[config.mk]
export PLATFORM = sky130hd
export DESIGN_NAME = onb_delay
export DESIGN_NICKNAME = d
export VERILOG_FILES = /design/src/rtl/onb_delay.sv
export SDC_FILE = /design/constraint.sdc
export NUM_CORES = 1
export LEC_CHECK = 0
export BUFFER_PORTS_ARGS = -buffer_cell sky130_fd_sc_hd__buf_2
export CAP_MARGIN = 5
export CORE_MARGIN = 8
export CORE_UTILIZATION = 65
export DETAILED_ROUTE_END_ITERATION = 8
export PLACE_DENSITY = 0.83
export SYNTH_ARGS = -nofsm -noshare
export SYNTH_HDL_FRONTEND = slang
export SYNTH_SLANG_ARGS = --single-unit
[constraint.sdc]
create_clock -name aclk -period 1.42 [get_ports aclk]
set_clock_uncertainty 0.1 [all_clocks]
set_input_delay 0.284 -clock aclk [delete_from_list [all_inputs] [get_ports aclk]]
set_output_delay 0.284 -clock aclk [all_outputs]
set_load 0.005 [all_outputs]
[src/rtl/onb_delay.sv]
module onb_delay #(
    parameter int W     = 48,
    parameter int DEPTH = 20
) (
    input  logic         aclk,
    input  logic         en,
    input  logic [W-1:0] d_in,
    output logic [W-1:0] d_out
);
    logic [W-1:0] sr_reg [DEPTH];

    // advance the line only with the rest of the pipeline
    always_ff @(posedge aclk) begin
        if (en) begin
            sr_reg[0] <= d_in;
            for (int k = 1; k < DEPTH; k++) begin
                sr_reg[k] <= sr_reg[k-1];
            end
        end
    end

    assign d_out = sr_reg[DEPTH-1];

endmodule

==> impl_results.md <==
- Period utilization: 108.2%
- Multi-input gates: 0
- Leakage power: 11.60 nW
- Ranking of synthesized cells by area: edfxtp_1 (99%), buf_4 (1.2%)
- Startpoint Class: flip-flop
- Starting Density: 65.86%
- Post-CTS setup buffers: 0
- Wire length per cell: about 18 µm
- Critical Path Sink: d_out[15]
- Max FFs per register: 960
- Count leader, synth: edfxtp_1
- Post-DP HPWL: around 16 mm
- Critical path endpoint category: primary output
- Fraction of registers with async set/reset: 0%
- Chip Width: ~230 µm
- Clock Tree Root: clkbuf_16
- Slew Limit Fails: 0
- CTS sink cnt: 960
- Family with the most delay on the worst path: flip-flops
- Setup slack after layout: -116.8 ps
- Nets: 1288
- Clk buf depth: 3
- Core ar.: ~0.044 mm²
- Initial antenna violation count: 1
- Reg-to-reg slack, setup: around 600 ps
- DP Worst Slack: 16.91 ps
- Pwr Density: 1653 mW/mm²
- Seq/Total Area, Yosys: between 90% and 100%
- GRT Util Overall: 13.05%
- Synth Flop Type: edfxtp_1
- Stages on worst setup path: 1
- CP max FO: 1
- Worst path slowest cell: edfxtp_1
- Fill count: 2272
- Failing checks: negative setup slack
- #FFs+latches synth: between 900 and 1k
- Critical Setup Path Class: flip-flop to primary output
- Synthesized cell area: 0.02919 mm²
- Worst Tran Pin Value: between 400 and 500 ps
- Area of the multi-input gates: 0 µm²
- Synthesis Warnings: 0
- Num CTS Buffers: between 80 and 90
- # rows: between 70 and 80
- Bufs and invs on worst path: 1
- Antenna-violating nets left: 0
- VDD IR max: 1.318 mV
- DRC Markers: 0
- Number of DRC markers in iteration 0: 599
- Final Setup Violations: 48
- Min Tclk post-route: 1537 ps
- Yosys cell types: 2
- Critical path cell sequence: buf_2
- Pin count of the biggest net entering global routing: 94
- Share of layout cells above drive strength 1: approximately 19%
- Worst hold slack: 95.96 ps
- Post-synth EDFFs: 960
- WP data required: 1040 ps
- Slew HR: 67.87%
- Final hold vios: 0
- Overflow after GRT: 0
- CTS tree: done
- Max incr delay on CP: 410 ps
- Port Buffers: 97
- Cell taking the most area after synthesis: edfxtp_1
- CTS clk-pin slew, worst paths: about 60 ps
- Reg2reg start: sr_reg[3][101]
- WL final: 33.22 mm
- Area share of the largest cell type after synthesis: 98.77%
- Maxcap violations: 0
- FF/Latch Area: between 0.02 and 0.03 mm²
- Drt first pass iters: 4
- Resize count post-CTS: 0
- Via count: 9392
- Post-DR vias/cell: 4.954
- Mapped Nets: 1058
- Gpl congestion: around 0.63
- Instance area after placement: 0.03071 mm²
- Outcome: finished, violations left
- Commonest cells in the netlist: edfxtp_1 (960), buf_4 (48)
- R2r endpoint: sr_reg[3][149]
- Synthesis-to-layout area growth: 15.93%
- RSZ-0062 raised after global routing: yes
- Crit. Startpoint: sr_reg[4][159]
- DIE AREA: 0.05194 mm²
- Hold Path Class: input port to flip-flop
- H-tree levels: 3
- Die height: 227.9 µm
- Worst-Skew Late Latency: 600 ps
- F_max: 0.6507 GHz
- Worst path arrival time: 1150 ps
- Number of global-route vias before repair: 10.08k
- I/O Pins: 98
- Mapped Cells: 1008
- Finished Cell Area: 0.03384 mm²
- Syn Area/Cell: 28.96 µm²
- Worst Reg-to-Reg Cells: 0
- Global-route wire length before repair: 53.01 mm
## power by group
| part | total, W | switching [W] | internal, W |
|---|---|---|---|
| clock | 0.0215 | 0.00926 | 0.0122 |
| sequential | 0.0335 | 0.000449 | 0.0331 |
| combinational | 0.000957 | 0.000602 | 0.000355 |
## cell usage in the layout (no fill, tap or decap)
| cell type | instances |
|---|---|
| edfxtp_1 | 960 |
| buf_2 | 96 |
| clkbuf_16 | 91 |
| dlygate4sd3_1 | 48 |
| clkinv_1 | 25 |
| buf_12 | 25 |
| buf_4 | 20 |
| clkbuf_1 | 19 |
| clkinv_2 | 9 |
| bufinv_16 | 3 |
| clkinvlp_4 | 2 |
| inv_6 | 2 |
| diode_2 | 1 |
| inv_16 | 1 |
| clkinv_4 | 1 |
| buf_8 | 1 |
## per-stage QoR
step,total power (W),instances,setup TNS (ps),util [%]
2_1_floorplan,0.03399,1008,0,-
3_3_place_gp,0.03471,1694,0,69.31
3_5_place_dp,0.03493,1694,0,69.31
4_1_cts,0.05661,1895,-4867,76.34
5_1_grt,0.05790,1896,-5551,76.35
6_report,0.05595,1896,-2307,76.35
## area by class of cell
class / instances / area share, %
clock inverter: 43 / 0.8579
antenna: 1 / 0.007396
sequential: 960 / 85.20
clock buffer: 110 / 6.941
tap: 592 / 2.189
timing repair buffer: 190 / 4.807
## cells by family (layout without fill, tap and decap cells)
| group | count (synthesis) | after routing | share of synthesized area [%] |
|---|---|---|---|
| buffers and inverters | 48 | 343 | 1.235 |
| other | 0 | 1 | 0 |
| DFF | 960 | 960 | 98.77 |
## repair_timing
action	in CTS	in global routing
hold buffers	48	0
pin swaps	0	0
endpoints found under the setup margin	48	48
endpoints found under the hold margin	48	0
## worst min-delay path by stage
| stage | to | cells past startpoint | from |
|---|---|---|---|
| 2_1_floorplan | sr_reg[0][0] | 0 | d_in[0] |
| 3_3_place_gp | sr_reg[2][128] | 0 | sr_reg[2][80] |
| 3_5_place_dp | sr_reg[0][111] | 0 | sr_reg[0][63] |
| 4_1_cts | sr_reg[0][10] | 2 | en |
| 5_1_grt | sr_reg[0][0] | 2 | en |
| 6_report | sr_reg[0][167] | 2 | en |
## layer usage
metal  wire length (µm)  GRT usage (%)  up-vias
met5                  0              0        -
met4                667          4.532        0
met3               1888          4.219       57
met2              18370          24.07      202
met1              12290          13.91     4635
li1                   -              -     4498
(Power assumes the default switching activity.)
