`config.mk`:
```
export PLATFORM = sky130hd
export DESIGN_NAME = onb_cross
export DESIGN_NICKNAME = d
export VERILOG_FILES = /design/src/rtl/onb_pkg.sv /design/src/rtl/onb_cross.sv
export SDC_FILE = /design/constraint.sdc
export NUM_CORES = 2
export LEC_CHECK = 0
export BUFFER_PORTS_ARGS = -buffer_cell sky130_fd_sc_hd__buf_2
export CAP_MARGIN = 5
export CORE_UTILIZATION = 45
export CTS_CLUSTER_SIZE = 28
export DETAILED_ROUTE_END_ITERATION = 8
export GPL_TIMING_DRIVEN = 0
export PLACE_DENSITY = 0.69
export SLEW_MARGIN = 20
export SYNTH_ARGS = -nofsm -noshare
export SYNTH_HDL_FRONTEND = slang
export SYNTH_SLANG_ARGS = --single-unit
export TNS_END_PERCENT = 100
```
`constraint.sdc`:
```
create_clock -name aclk -period 17.4 [get_ports aclk]
set_input_delay 2.61 -clock aclk [delete_from_list [all_inputs] [get_ports aclk]]
set_output_delay 2.61 -clock aclk [all_outputs]
set_load 0.01 [all_outputs]
```
`src/rtl/onb_pkg.sv`:
```
package onb_pkg;

    // width of one axis component on the stream buses
    localparam int FIELD_W = 16;

    // control that travels beside the data through every stage
    typedef struct packed {
        logic valid;
        logic flag;     // a zero-length vector was met upstream
    } ctl_t;

endpackage

```
`src/rtl/onb_cross.sv`:
```
module onb_cross #(
    parameter int FRAC_BITS = 14
) (
    input  logic                        aclk,
    input  logic                        aresetn,
    input  logic                        en,
    input  onb_pkg::ctl_t               ctl_in,
    input  logic signed [FRAC_BITS+1:0] a_in [3],
    input  logic signed [FRAC_BITS+1:0] b_in [3],
    output onb_pkg::ctl_t               ctl_out,
    output logic signed [FRAC_BITS+2:0] c_out [3]
);
    import onb_pkg::*;

    localparam int SW = FRAC_BITS + 2;
    localparam int PW = 2 * SW;
    localparam int OW = FRAC_BITS + 3;
    localparam logic [PW:0] HALF = (PW+1)'(1) << (FRAC_BITS - 1);

    ctl_t                 p_ctl_reg;
    logic signed [PW-1:0] p_reg [6];
    ctl_t                 c_ctl_reg;
    logic signed [OW-1:0] c_reg [3];
    logic signed [PW:0]   diff_next [3];
    logic [PW:0]          mag_next  [3];
    logic [PW:0]          rnd_next  [3];

    always_ff @(posedge aclk) begin
        if (!aresetn) begin
            p_ctl_reg <= '0;
            c_ctl_reg <= '0;
        end else if (en) begin
            p_ctl_reg <= ctl_in;
            c_ctl_reg <= p_ctl_reg;
        end
    end

    // round half away from zero, then drop the fraction scale
    always_comb begin
        for (int i = 0; i < 3; i++) begin
            diff_next[i] = (PW+1)'(p_reg[2*i]) - (PW+1)'(p_reg[2*i+1]);
            mag_next[i]  = diff_next[i][PW] ? (PW+1)'(-diff_next[i]) : (PW+1)'(diff_next[i]);
            rnd_next[i]  = (mag_next[i] + HALF) >> FRAC_BITS;
        end
    end

    always_ff @(posedge aclk) begin
        if (en) begin
            p_reg[0] <= PW'(a_in[1]) * PW'(b_in[2]);
            p_reg[1] <= PW'(a_in[2]) * PW'(b_in[1]);
            p_reg[2] <= PW'(a_in[2]) * PW'(b_in[0]);
            p_reg[3] <= PW'(a_in[0]) * PW'(b_in[2]);
            p_reg[4] <= PW'(a_in[0]) * PW'(b_in[1]);
            p_reg[5] <= PW'(a_in[1]) * PW'(b_in[0]);
            for (int i = 0; i < 3; i++) begin
                c_reg[i] <= diff_next[i][PW] ? -$signed(OW'(rnd_next[i]))
                                             :  $signed(OW'(rnd_next[i]));
            end
        end
    end

    assign ctl_out = c_ctl_reg;
    assign c_out   = c_reg;

endmodule

```
==> impl_metrics.csv <==
group,metric,value,unit
floorplan,die_area,172000,um^2
sta,finalCriticalPeriod,10.43,ns
clocking,h-tree-depth,2,
setup_path,crit_type,"input pin to flip-flop",
floorplan,die_y,414,um
flow_run,cap_violations,0,
sta,drv_slew,0,
drt,ant_nets,0,
final_layout,area_growth,6.37,%
clocking,cts.path.max_buffers,3,
sta,whs,0.531,ns
setup_path,cp-start-kind,"input pin",
sta,final-setup-viol-count,0,
yosys,yosys.area.top_type,"fa_1",
sta,slew_headroom,12.6,%
clocking,cts_sinks,247,
floorplan,die_x,414,um
setup_path,critPathTopFamily,"adder cells",
drt,drt-total-wl,252,mm
sta,worst_slew_pin_slew,1.31,ns
drt,wl_per_cell,23.3,um
placed_design,place_area,80100,um^2
yosys,synth_seq_area_share,9.64,%
sta,finalHoldViolations,0,
setup_path,reg2reg_from,"p_reg[2][0]$_DFFE_PP_",
clocking,cts_tree,"built",
run_status,status,"complete, no violations",
drt,dr.pass1.iters,6,
sta,fin_skew,0.0259,ns
setup_path,cp_common_cell,"fa_1",
setup_path,cp_max_fo,10,
yosys,synth_most_common_cell,"inv_1",
final_layout,drive_above_1_share,3.56,%
drt,drt_iter0_drc,4727,
clocking,clk_pin_slew_worst_paths,0.05,ns
sta,grt_setup_unrepaired,"no",
yosys,synth_commonest_cells,"inv_1 (1885), fa_1 (1575), nand2_1 (867)",
min_path,min_delay_path_depth,2,
drt,vias,59354,
yosys,netlist_area,76500,um^2
global_route,grt_antenna_before_repair,54,
global_route,grt_max_degree,84,
floorplan,rows,150,
yosys,synth-edff-count,243,
clocking,cts_buffers,34,
clocking,postCtsSetupRepairBufs,0,
yosys,synth_area_leaders,"fa_1 (41%), ha_1 (9.7%), edfxtp_1 (9.5%)",
setup_path,worstPathArrival,10.68,ns
yosys,synth_nets,10617,
yosys,syn_inst,8347,
yosys,synthFlopType,"edfxtp_1",
setup_path,worstPathBufferInverterCount,5,
setup_path,reg2reg_setup_slack,9.77,ns
sta,max_freq,95.9,MHz
floorplan,start_util,45.5,%
global_route,grt_pass1_wl,381,mm
yosys,yosysTopAreaCellShare,41.2,%
yosys,synthArstFlopShare,0,%
yosys,avgSynthCellArea,9.17,um^2
placed_design,gp_congestion,0.992,
setup_path,crit_slowest_cell,"clkbuf_1",
drt,drc,0,
clocking,cts_root_buffer,"clkbuf_16",
placed_design,port_buffers,153,
min_path,hold_start,"ctl_out[1]$_SDFFE_PN0P_",
final_layout,fin_nets,10808,
final_layout,largest_reg_flops,192,
final_layout,finalInstanceArea,81400,um^2
placed_design,dp.cells,10706,
global_route,grt_pass1_vias,61607,
setup_path,r2r-end,"c_out[30]$_DFFE_PP_",
global_route,gr-total-overflow,0,
setup_path,critPathMaxStageDelay,0.91,ns
yosys,ys_warn_count,0,
min_path,hold_end,"ctl_out[1]$_SDFFE_PN0P_",
setup_path,worstSetupEndpointType,"flip-flop",
placed_design,hpwl,212,mm
setup_path,worstPathRequired,17.64,ns
min_path,hold_class,"flip-flop to flip-flop",
sta,final.setup.tns,0,ns
yosys,ys_types,101,
floorplan,ios,154,
clocking,cts_resized,0,
yosys,synth_seq_cells,247,
final_layout,final_cell_count_no_fill,10805,
sta,finalCritPeriodShare,60.0,%
clocking,clk_latency,0.63,ns
setup_path,r2r_cells,26,
floorplan,coreArea,168000,um^2
drt,via_per_inst,5.49,
clocking,hold_buffers,0,
global_route,grt_use_total,29.8,%
per-layer routing:
layer	part of all wire [%]	vias to the layer above	GRT usage (%)
li1	-	26011	-
met1	41	30332	39.5
met4	5.6	8	14.8
met3	9.1	497	6.47
met5	0.024	-	0
met2	45	2506	46.0
cell families after synthesis:
logic type      Yosys count  share of synthesized area [%]
mux                      22                          0.314
fa+ha+maj              2169                           50.9
xor+xnor                390                           4.49
flops                   247                           9.64
buf+inv                2237                           11.0
simple gates           2420                           16.1
compound gates          862                           7.55
through the flow:
step                      worst slack, ns  util, %
after floorplan                      8.35        -
after global placement               6.52     47.6
after detailed placement             6.54     47.7
after CTS                            7.14     48.4
after global routing                 6.75     48.4
final                                6.97     48.4
how the worst max path moves through the flow:
| stage | start | cells after the start | end |
|---|---|---|---|
| final | b_in[21] | 26 | p_reg[4][29]$_DFFE_PP_ |
| after global routing | b_in[21] | 26 | p_reg[4][29]$_DFFE_PP_ |
| after CTS | b_in[21] | 26 | p_reg[4][31]$_DFFE_PP_ |
| after detailed placement | b_in[21] | 26 | p_reg[4][31]$_DFFE_PP_ |
| after global placement | b_in[21] | 26 | p_reg[4][31]$_DFFE_PP_ |
| after floorplan | a_in[10] | 21 | p_reg[1][30]$_DFFE_PP_ |
worst reg2reg max path, cell delays in order (launching register included):
cell and delay [ns]:
edfxtp_1 0.37, inv_1 0.06, ha_1 0.18, fa_1 0.23
nor2b_1 0.09, o31a_1 0.32, o31ai_1 0.34, a21o_1 0.22
a21oi_1 0.12, o21a_1 0.31, nor2_1 0.36, clkbuf_1 0.45
clkbuf_1 0.46, clkbuf_1 0.42, o21ai_0 0.20, xnor2_1 0.18
ha_1 0.25, or4b_2 0.61, o31ai_2 0.29, o21ai_2 0.20
xnor2_1 0.17, o311a_1 0.30, o21ai_1 0.21, nand3_1 0.17
or3_1 0.44, o41ai_1 0.32, xnor2_1 0.11
layout by cell type (no fill, tap or decap), types with 133 or more instances in the layout:
master | Yosys | final
a21oi_1 | 249 | 249
and2_1 | 764 | 764
buf_2 | 13 | 165
clkbuf_1 | 331 | 325
edfxtp_1 | 243 | 243
fa_1 | 1575 | 1575
ha_1 | 594 | 594
inv_1 | 1885 | 1885
nand2_1 | 867 | 867
nor2_1 | 272 | 272
o21ai_0 | 133 | 133
xnor2_1 | 303 | 297
layout make-up:
type                    instances  area [um^2]
fillers                     15916        86600
multi-input cells            5863        60800
flip-flops and latches        247         7380
inverters                    1885         7080
well taps                    2204         2760
plain buffers                 352         1350
clock buffers                  37          862
repair buffers                155          831
clock inverters                25          268
diodes                         37         92.6
Power is left out: the tool's default activity adds up to more than one toggle a clock period on the data nets, which glitch-free logic cannot reach.
